File: src/hdl/lkdrq_pkg.sv
// ----------------------------------------------------------------------------
// LOOK disk request queue package
// Transaction types, command codes and status codes shared by the queue RTL.
// ----------------------------------------------------------------------------
package lkdrq_pkg;

    localparam int TAG_W    = 16;
    localparam int TRACK_W  = 10;
    localparam int STATUS_W = 2;

    typedef enum logic {
        CMD_ADD = 1'b0,
        CMD_GET = 1'b1
    } cmd_t;

    typedef enum logic [STATUS_W-1:0] {
        ST_OK    = 2'd0,
        ST_EMPTY = 2'd1,
        ST_FULL  = 2'd2
    } status_t;

    typedef struct packed {
        logic [0:0]         command;
        logic [TAG_W-1:0]   request_tag;
        logic [TRACK_W-1:0] request_track;
        logic [TRACK_W-1:0] head_track;
    } in_t;

    typedef struct packed {
        logic [STATUS_W-1:0] status;
        logic [TAG_W-1:0]    out_tag;
        logic [TRACK_W-1:0]  out_track;
        logic [0:0]          now_empty;
    } out_t;

    typedef struct packed {
        logic [TAG_W-1:0]   tag;
        logic [TRACK_W-1:0] track;
    } entry_t;

endpackage

File: src/hdl/look_disk_request_queue_unit.sv
// ----------------------------------------------------------------------------
// LOOK disk request queue
// Two sorted request tables in one memory, walked by a small sequencer.
// ----------------------------------------------------------------------------
// A get transaction passes through acceptance, one memory read and the load of
// the result register before its output step. An add transaction goes straight
// to the output step when its table is empty or full; otherwise it moves each
// stored entry that must make room up by one place, at most DEPTH - 1 of them,
// then writes the new entry; the single memory port pair moves one entry per
// cycle. The output step repeats while the output register still holds an
// unaccepted result. Each table is a ring in its half of the memory, so a get
// never moves entries. A finished result waits in the output register while the
// next transaction is accepted.
module look_disk_request_queue_unit
    import lkdrq_pkg::*;
#(
    parameter int DEPTH     = 32,
    parameter int MAX_TRACK = 1023
) (
    input  logic aclk,
    input  logic aresetn,
    input  logic s_valid,
    output logic s_ready,
    input  in_t  s_data,
    output logic m_valid,
    input  logic m_ready,
    output out_t m_data
);

    localparam int IDX_W = (DEPTH > 1) ? $clog2(DEPTH) : 1;
    localparam int CNT_W = $clog2(DEPTH + 1);
    localparam int ADR_W = IDX_W + 1;
    localparam int MEM_DEPTH = 2 * (2 ** IDX_W);
    localparam logic [16:0] MaxTrk = 17'(MAX_TRACK);

    typedef enum logic [1:0] {
        S_IDLE,
        S_SHIFT,
        S_GET,
        S_OUT
    } state_t;

    entry_t mem [0:MEM_DEPTH-1];
    entry_t rd_data_reg;

    state_t            state_reg, state_next;
    logic              sel_reg, sel_next;
    entry_t            entry_reg, entry_next;
    logic [IDX_W-1:0]  pos_reg, pos_next;
    out_t              res_reg, res_next;
    logic              m_valid_reg, m_valid_next;
    out_t              m_data_reg, m_data_next;
    logic [CNT_W-1:0]  near_cnt_reg, near_cnt_next;
    logic [CNT_W-1:0]  far_cnt_reg, far_cnt_next;
    logic [IDX_W-1:0]  near_front_reg, near_front_next;
    logic [IDX_W-1:0]  far_front_reg, far_front_next;

    logic              wr_en;
    logic [ADR_W-1:0]  wr_addr;
    entry_t            wr_data;
    logic [ADR_W-1:0]  rd_addr;

    logic [TRACK_W-1:0] trk_c;
    logic [TRACK_W-1:0] head_c;
    logic               in_far;
    logic [CNT_W-1:0]   in_cnt;
    logic [IDX_W-1:0]   in_front;
    logic [IDX_W-1:0]   sel_front;
    logic               goes_before;

    function automatic logic [IDX_W-1:0] ring_idx(input logic [IDX_W-1:0] front,
                                                  input logic [IDX_W-1:0] offset);
        logic [IDX_W:0] sum;
        sum = {1'b0, front} + {1'b0, offset};
        if (sum >= (IDX_W+1)'(DEPTH)) begin
            sum = sum - (IDX_W+1)'(DEPTH);
        end
        return sum[IDX_W-1:0];
    endfunction

    assign s_ready = (state_reg == S_IDLE);
    assign m_valid = m_valid_reg;
    assign m_data  = m_data_reg;

    assign trk_c  = ({7'd0, s_data.request_track} > MaxTrk) ? MaxTrk[TRACK_W-1:0]
                                                             : s_data.request_track;
    assign head_c = ({7'd0, s_data.head_track} > MaxTrk) ? MaxTrk[TRACK_W-1:0]
                                                         : s_data.head_track;
    assign in_far   = (trk_c < head_c);
    assign in_cnt   = in_far ? far_cnt_reg : near_cnt_reg;
    assign in_front = in_far ? far_front_reg : near_front_reg;

    assign sel_front = sel_reg ? far_front_reg : near_front_reg;
    assign goes_before = sel_reg ? (rd_data_reg.track < entry_reg.track)
                                 : (rd_data_reg.track > entry_reg.track);

    always_comb begin
        state_next      = state_reg;
        sel_next        = sel_reg;
        entry_next      = entry_reg;
        pos_next        = pos_reg;
        res_next        = res_reg;
        m_valid_next    = m_valid_reg;
        m_data_next     = m_data_reg;
        near_cnt_next   = near_cnt_reg;
        far_cnt_next    = far_cnt_reg;
        near_front_next = near_front_reg;
        far_front_next  = far_front_reg;
        wr_en           = 1'b0;
        wr_addr         = {sel_reg, ring_idx(sel_front, pos_reg)};
        wr_data         = entry_reg;
        rd_addr         = '0;

        if (m_valid_reg && m_ready) begin
            m_valid_next = 1'b0;
        end

        case (state_reg)
            S_IDLE: begin
                if (s_valid) begin
                    res_next = '{status: ST_OK, out_tag: '0, out_track: '0, now_empty: 1'b0};
                    if (s_data.command == CMD_ADD) begin
                        entry_next = '{tag: s_data.request_tag, track: trk_c};
                        sel_next   = in_far;
                        pos_next   = in_cnt[IDX_W-1:0];
                        if (in_cnt == CNT_W'(DEPTH)) begin
                            res_next.status = ST_FULL;
                            state_next      = S_OUT;
                        end else if (in_cnt == '0) begin
                            wr_en   = 1'b1;
                            wr_addr = {in_far, in_front};
                            wr_data = '{tag: s_data.request_tag, track: trk_c};
                            if (in_far) begin
                                far_cnt_next = far_cnt_reg + 1'b1;
                            end else begin
                                near_cnt_next = near_cnt_reg + 1'b1;
                            end
                            state_next = S_OUT;
                        end else begin
                            rd_addr    = {in_far, ring_idx(in_front, IDX_W'(in_cnt - 1'b1))};
                            state_next = S_SHIFT;
                        end
                    end else begin
                        if (near_cnt_reg != '0) begin
                            sel_next   = 1'b0;
                            rd_addr    = {1'b0, near_front_reg};
                            state_next = S_GET;
                        end else if (far_cnt_reg != '0) begin
                            sel_next   = 1'b1;
                            rd_addr    = {1'b1, far_front_reg};
                            state_next = S_GET;
                        end else begin
                            res_next.status = ST_EMPTY;
                            state_next      = S_OUT;
                        end
                    end
                end
            end
            S_SHIFT: begin
                wr_en = 1'b1;
                if ((pos_reg == '0) || !goes_before) begin
                    wr_data = entry_reg;
                    if (sel_reg) begin
                        far_cnt_next = far_cnt_reg + 1'b1;
                    end else begin
                        near_cnt_next = near_cnt_reg + 1'b1;
                    end
                    state_next = S_OUT;
                end else begin
                    wr_data  = rd_data_reg;
                    pos_next = pos_reg - 1'b1;
                    rd_addr  = {sel_reg, ring_idx(sel_front, IDX_W'(pos_reg - IDX_W'(2)))};
                end
            end
            S_GET: begin
                res_next.out_tag   = rd_data_reg.tag;
                res_next.out_track = rd_data_reg.track;
                if (sel_reg) begin
                    far_cnt_next   = far_cnt_reg - 1'b1;
                    far_front_next = ring_idx(far_front_reg, IDX_W'(1));
                end else begin
                    near_cnt_next   = near_cnt_reg - 1'b1;
                    near_front_next = ring_idx(near_front_reg, IDX_W'(1));
                end
                state_next = S_OUT;
            end
            S_OUT: begin
                if (!m_valid_reg || m_ready) begin
                    m_data_next           = res_reg;
                    m_data_next.now_empty = (near_cnt_reg == '0) && (far_cnt_reg == '0);
                    m_valid_next          = 1'b1;
                    state_next            = S_IDLE;
                end
            end
            default: begin
                state_next = S_IDLE;
            end
        endcase
    end

    always_ff @(posedge aclk) begin
        if (wr_en) begin
            mem[wr_addr] <= wr_data;
        end
        rd_data_reg <= mem[rd_addr];
    end

    always_ff @(posedge aclk) begin
        if (!aresetn) begin
            state_reg      <= S_IDLE;
            m_valid_reg    <= 1'b0;
            near_cnt_reg   <= '0;
            far_cnt_reg    <= '0;
            near_front_reg <= '0;
            far_front_reg  <= '0;
        end else begin
            state_reg      <= state_next;
            m_valid_reg    <= m_valid_next;
            near_cnt_reg   <= near_cnt_next;
            far_cnt_reg    <= far_cnt_next;
            near_front_reg <= near_front_next;
            far_front_reg  <= far_front_next;
        end
        sel_reg    <= sel_next;
        entry_reg  <= entry_next;
        pos_reg    <= pos_next;
        res_reg    <= res_next;
        m_data_reg <= m_data_next;
    end

endmodule
File: config.mk
export PLATFORM = sky130hd
export DESIGN_NAME = look_disk_request_queue_unit
export DESIGN_NICKNAME = d
export VERILOG_FILES = /design/src/hdl/lkdrq_pkg.sv /design/src/hdl/look_disk_request_queue_unit.sv
export SDC_FILE = /design/constraint.sdc
export NUM_CORES = 2
export LEC_CHECK = 0
export ABC_AREA = 1
export BUFFER_PORTS_ARGS = -buffer_cell sky130_fd_sc_hd__buf_4
export CAP_MARGIN = 40
export CORE_MARGIN = 2
export CORE_UTILIZATION = 41
export CTS_CLUSTER_DIAMETER = 150
export DETAILED_ROUTE_END_ITERATION = 6
export GPL_ROUTABILITY_DRIVEN = 0
export PLACE_DENSITY = 0.66
export SKIP_CTS_REPAIR_TIMING = 1
export SYNTH_ARGS = -nofsm -noshare
export SYNTH_HDL_FRONTEND = slang
export SYNTH_SLANG_ARGS = --single-unit
File: constraint.sdc
create_clock -name aclk -period 5.54 [get_ports aclk]
set_input_delay 0.831 -clock aclk [delete_from_list [all_inputs] [get_ports aclk]]
set_output_delay 0.831 -clock aclk [all_outputs]
set_load 0.02 [all_outputs]
**Yosys cells after proc, flatten, opt, wreduce, memory -nomap -nowiden**

Memories as Yosys holds them, arrays and structs flattened. A register that Yosys moved wholly into a read port is not among the register bits.
Cells that the tools add are included.

- Bits of input ports: 41
- Output and inout bits: 31
- ROM bits: 0
- Memories kept: 1
- Bits in latches: 0
- Bits in writable memories: 1,664
- Register bits after elaboration: 114

- Reductions and logical operators: 27
- Bitwise operators: 2
- Equal/unequal tests: 18
- $lt $le $gt $ge: 8
- Shifts and indexed selects: 0
- Div/mod/pow operators: 0
- $mul: 0
- Add/subtract/negate cells: 17
- Mux-type cells: 78

Memories:

| name | words | width | rd ports | clocked after Yosys merged registers in | write ports | line | text |
|---|---|---|---|---|---|---|---|
| mem | 64 | 26 | 1 | 1 | 1 | look_disk_request_queue_unit.sv:43 | `entry_t mem [0:MEM_DEPTH-1];` |

Operators with widths:

| operator | count |
|---|---|
| 2-to-1 mux 6 bit | 29 |
| 2-to-1 mux 26 bit | 5 |
| one-hot mux 26 bit (2 select lines) | 2 |
| 2-to-1 mux 5 bit | 10 |
| one-hot mux 6 bit (3 select lines) | 2 |
| subtractor 5 x 1 -> 5 bit (second input constant) | 7 |
| >= comparator 6 bit (second input constant) | 5 |
| 2-to-1 mux 27 bit | 1 |
| != test 2 bit (second input constant) | 11 |
| less-than comparator 10 bit | 2 |
| adder 5 x 5 -> 6 bit | 3 |
| zero test 6 bit | 3 |
| AND reduction 9 bit | 2 |
| 2-to-1 mux 1 bit | 17 |
| 2-to-1 mux 2 bit | 8 |
| adder 5 x 1 -> 6 bit (second input constant) | 2 |
| adder 6 x 1 -> 6 bit (second input constant) | 2 |
| one-hot mux 6 bit (2 select lines) | 1 |
| nonzero test 6 bit | 2 |
| subtractor 6 x 1 -> 6 bit (second input constant) | 2 |
| greater-than comparator 10 bit | 1 |
| one-hot mux 5 bit (2 select lines) | 1 |
| AND reduction 2 bit | 5 |
| AND reduction 3 bit | 3 |
| 17 further kinds | 24 |

**Depth between registers and ports, before layout**

- Word-level depth: 11
- Depth in mapped cells: 28
- Depth with buffers taken out: 26

**Worst setup path before layout**

OpenSTA, ideal clock, no wires.

- Kind: input -> register
- Start: input port s_data[5] (netlist bit)
- End: memory mem[0][0] (netlist bit) (data pin)
- Path slack: 442 ps
- Arrival: 4,530 ps
- Cell stages on the path: 17
- Path buffers: 2
- Library setup time: 567 ps
- Cells stage by stage: inv_1 -> ha_1 -> nand2_1 -> inv_1 -> nand2_1 -> nand2_1 -> nand2_1 -> nand3_2 -> buf_6 -> o21ai_0 -> nor2_2 -> inv_2 -> nor2_8 -> inv_4 -> clkbuf_1 -> nor2_1 -> o221ai_1

RTL lines:

| element | line | text |
|---|---|---|
| from (decl) | look_disk_request_queue_unit.sv:24 | `input in_t s_data,` |
| to (decl) | look_disk_request_queue_unit.sv:43 |  |

**Worst setup path after layout**

- Start: input port s_data[3] (netlist bit)
- End: register, netlist name rd_data_reg[8]

- Word-level cells in the longest chain between the ends: 11

Ends and longest elaborated chain:

| element | line | text |
|---|---|---|
| less-than comparator 10 bit (*) | look_disk_request_queue_unit.sv:89 | `assign in_far = (trk_c < head_c);` |
| 2-to-1 mux 6 bit | look_disk_request_queue_unit.sv:90 | `assign in_cnt = in_far ? far_cnt_reg : near_cnt_reg;` |
| subtractor 5 x 1 -> 5 bit | look_disk_request_queue_unit.sv:140 | `rd_addr = {in_far, ring_idx(in_front, IDX_W'(in_cnt - 1'b1))};` |
| adder 5 x 5 -> 6 bit | look_disk_request_queue_unit.sv:74 | `sum = {1'b0, front} + {1'b0, offset};` |
| subtractor 5 x 1 -> 5 bit / >= comparator 6 bit (equally long branches) | look_disk_request_queue_unit.sv:76, look_disk_request_queue_unit.sv:75 |  |
| 2-to-1 mux 5 bit | look_disk_request_queue_unit.sv:75 | `if (sum >= (IDX_W+1)'(DEPTH)) begin` |
| 2-to-1 mux 6 bit | look_disk_request_queue_unit.sv:129 | `end else if (in_cnt == '0) begin` |
| 2-to-1 mux 6 bit (*) | look_disk_request_queue_unit.sv:126 | `if (in_cnt == CNT_W'(DEPTH)) begin` |
| 2-to-1 mux 6 bit (*) | look_disk_request_queue_unit.sv:122 | `if (s_data.command == CMD_ADD) begin` |
| 2-to-1 mux 6 bit (*) | look_disk_request_queue_unit.sv:120 | `if (s_valid) begin` |
| one-hot mux 6 bit (2 select lines) (*) | look_disk_request_queue_unit.sv:118 | `case (state_reg)` |

Mark *: on every way between the ends. The rest lies on a longest branch, timed or not.
A chain may end at the register's enable or synchronous reset.

==> impl_metrics.env <==
export IMPL_worstPathRequired_ns=6.23
export IMPL_grt_pass1_wl_mm=340
export IMPL_io_pins=72
export IMPL_wl_per_cell_um=22.4
export IMPL_crit_path_end_kind="flip-flop"
export IMPL_drive_above_1_share_pct=9.41
export IMPL_post_route_period_util_pct=89.0
export IMPL_met2_usage_pct=34.1
export IMPL_wl_mm=229
export IMPL_cp_data_arrival_time_ns=5.62
export IMPL_dieHeight_um=447
export IMPL_rsz0062_at_grt="false"
export IMPL_cts_buffers=185
export IMPL_cp_slowest_cell="fa_1"
export IMPL_nFillCells=17200
export IMPL_ys_ff_latch=1804
export IMPL_cp_common_cell="nand2_1"
export IMPL_cts_tree="built"
export IMPL_num_rows=162
export IMPL_synthTopCellsByArea="edfxtp_1 (66%), nand3_1 (11%), nand2_1 (6.0%), inv_1 (5.4%), nand3b_1 (4.9%)"
export IMPL_clock_fmax_mhz=203
export IMPL_cts_root_buf="clkbuf_16"
export IMPL_overflow=0
export IMPL_netlist_area_leader_share_pct=65.6
export IMPL_antenna_found_initial=8
export IMPL_crit_type="in -> reg"
export IMPL_syn_area_um2=80300
export IMPL_core_um2=195000
export IMPL_ys_warnings_count=0
export IMPL_synth_cell_types=50
export IMPL_hold_end="entry_reg[24]"
export IMPL_synth_area_leader_cell="edfxtp_1"
export IMPL_grt_start_max_net_pins=180
export IMPL_tns_ns=0
export IMPL_antenna_left=0
export IMPL_power_density_nw_per_um2=641
export IMPL_worstHoldStart="s_data[34]"
export IMPL_r2r_end="rd_data_reg[2]"
export IMPL_synth_nets=7469
export IMPL_path_clk_slew_ns=0.06
export IMPL_cp_top_family="simple AND/OR/NAND/NOR gates"
export IMPL_max_stage_delay_ns=0.43
export IMPL_drc=0
export IMPL_worst_path_buf_inv=8
export IMPL_final_nets=7533
export IMPL_portBuffers=71
export IMPL_holdPathStages=1
export IMPL_avgViaCountPerCell=5.48
export IMPL_drtPass1Iterations=6
export IMPL_hold_viol=0
export IMPL_grt_pass1_vias=52800
export IMPL_fin_area_um2=91100
export IMPL_r2r_cells=19
export IMPL_cp_max_fo=36
export IMPL_cp_start_kind="input pin"
export IMPL_leakage_nw=35.4
export IMPL_multi_input_area_um2=20500
export IMPL_period_needed_ns=4.93
export IMPL_cts_sinks=1804
export IMPL_seq_area_um2=53700
export IMPL_start_util_pct=41.2
export IMPL_largest_register_ffs=1664
export IMPL_grt_usage_pct=22.6
export IMPL_dp_hpwl_mm=133
export IMPL_clk_latency_ns=0.83
export IMPL_r2r_slack_ns=1.02
export IMPL_slew_headroom_pct=30.8
export IMPL_cts_buffer_depth=3
export IMPL_die_x_um=447
export IMPL_status="finished, final reports clean"
export IMPL_syn_area_per_cell_um2=10.9
export IMPL_worstReg2RegStart="rd_data_reg[7]"
export IMPL_drt_iter0_drc=7671
export IMPL_cts_htree_levels=4
export IMPL_hold_path_class="in -> reg"
export IMPL_synth_cells=7376
export IMPL_cap_violations=0
export IMPL_use_met3_pct=4.43
export IMPL_syn_to_final_growth_pct=13.4
export IMPL_top_usage_layer="met2"
export IMPL_ys_seq_area_share_pct=66.8
export IMPL_num_vias=56100
export IMPL_grtUsageMet1_pct=31.8
export IMPL_max_vdd_ir_drop_mv=0.596
export IMPL_finClkSkew_ns=0.0467
export IMPL_finalSetupViolCount=0
export IMPL_tightest_slew_ns=1.04
export IMPL_place_area_um2=85300
export IMPL_drv_slew=0
export IMPL_dieArea_um2=199000
-- how the worst max path moves through the flow --
stage               cells after the start       from              end  slack, ns
finish                                 25  s_data[3]   rd_data_reg[8]       0.61
global route                           25  s_data[3]  rd_data_reg[22]       0.37
CTS                                    25  s_data[5]   rd_data_reg[8]       0.79
detailed placement                     25  s_data[3]   rd_data_reg[8]      -0.02
global placement                       27  s_data[5]  rd_data_reg[22]      -0.06
floorplan                              17  s_data[5]        mem[0][0]       0.44
-- stage by stage --
step	worst slack (ns)	utilization (%)	std cells	total power, mW	hold WS [ns]
6_report	0.607	46.8	10200	58.4	0.203
5_1_grt	0.369	46.8	10200	60.6	0.164
4_1_cts	0.793	46.7	10200	58.0	0.151
3_5_place_dp	-0.0236	43.8	9877	46.0	0.405
3_3_place_gp	-0.0584	43.8	9877	45.6	0.403
2_1_floorplan	0.442	-	7376	34.4	0.400
-- routing by layer --
metal  vias to the layer above  wire (um)  part of all wire (%)
met2                      3056     101000                    44
met5                         -         12                0.0052
met4                         2      10000                   4.4
met3                       423      24200                    11
met1                     27400      93100                    41
li1                      25200          -                     -
-- cell families (layout without fill, tap and decap cells) --
family / Yosys count / in the layout / synth area share [%]
compound gates: 183 / 183 / 1.38
xor+xnor: 22 / 22 / 0.240
fa+ha+maj: 52 / 52 / 0.857
buf+inv: 1621 / 1840 / 7.99
flops: 1804 / 1804 / 66.8
other cells: 0 / 7 / 0
simple gates: 3694 / 3694 / 22.7
-- worst register-to-register path, cell delays in order (launching register included) --
cell      delay, ns
dfxtp_1        0.63
ha_1           0.35
nand2_1        0.10
nor2_1         0.06
o211ai_1       0.10
nand3_1        0.14
nand2_1        0.08
o21ai_0        0.07
nor2_1         0.17
nand2_1        0.12
buf_4          0.22
o21ai_4        0.60
buf_12         0.30
buf_4          0.21
nand3_1        0.07
nand3_1        0.08
nand3_1        0.24
nand3_1        0.37
nand3_1        0.35
nand2_1        0.17
-- cell type report --
type	count	share of cell area [%]
clock buffers	244	5.37
clock inverters	98	0.997
flip-flops and latches	1804	58.9
multi-input cells	3951	22.5
diodes	7	0.0192
inverters	1168	4.83
well taps	2624	3.60
repair buffers	330	3.78
-- cells in the mapped netlist (all sizes together) --
library cell,n
nand4,14
nor4,1
and2,2
o21a,1
o22ai,1
o21ai,85
clkinv,5
xor2,15
or2,3
o31ai,2
ha,47
buf,292
inv,1163
o32ai,2
o221ai,2
a32oi,1
a22oi,3
a211oi,3
nor2,129
clkbuf,161
fa,5
o21bai,1
a21oi,52
nor3,9
a21o,1
nand2,1281
o211ai,29
edfxtp,1753
xnor2,7
nand3b,521
dfxtp,51
nand3,1734
-- cells in the final DEF, fill, tap and decap left out, types with 8 or more instances in the layout --
| cell type | n |
|---|---|
| nand4_2 | 8 |
| clkinv_1 | 34 |
| nand3b_1 | 521 |
| clkbuf_16 | 185 |
| nand2_1 | 1271 |
| o211ai_1 | 29 |
| nor2_1 | 55 |
| buf_12 | 77 |
| buf_4 | 253 |
| nand3_1 | 1731 |
| clkbuf_1 | 55 |
| edfxtp_1 | 1753 |
| o21ai_0 | 73 |
| inv_1 | 1151 |
| xor2_1 | 15 |
| dfxtp_1 | 51 |
| ha_1 | 47 |
| bufinv_16 | 12 |
| clkinv_2 | 37 |
| nor3_1 | 9 |
| a21oi_1 | 50 |
| nor2_2 | 67 |
-- power breakdown --
group          internal [mW]  switching (mW)
combinational           6.66            19.5
sequential              19.6           0.556
clock                   6.79            5.27
total                   33.0            25.4
Note: power is estimated with default switching activity, not from simulation.
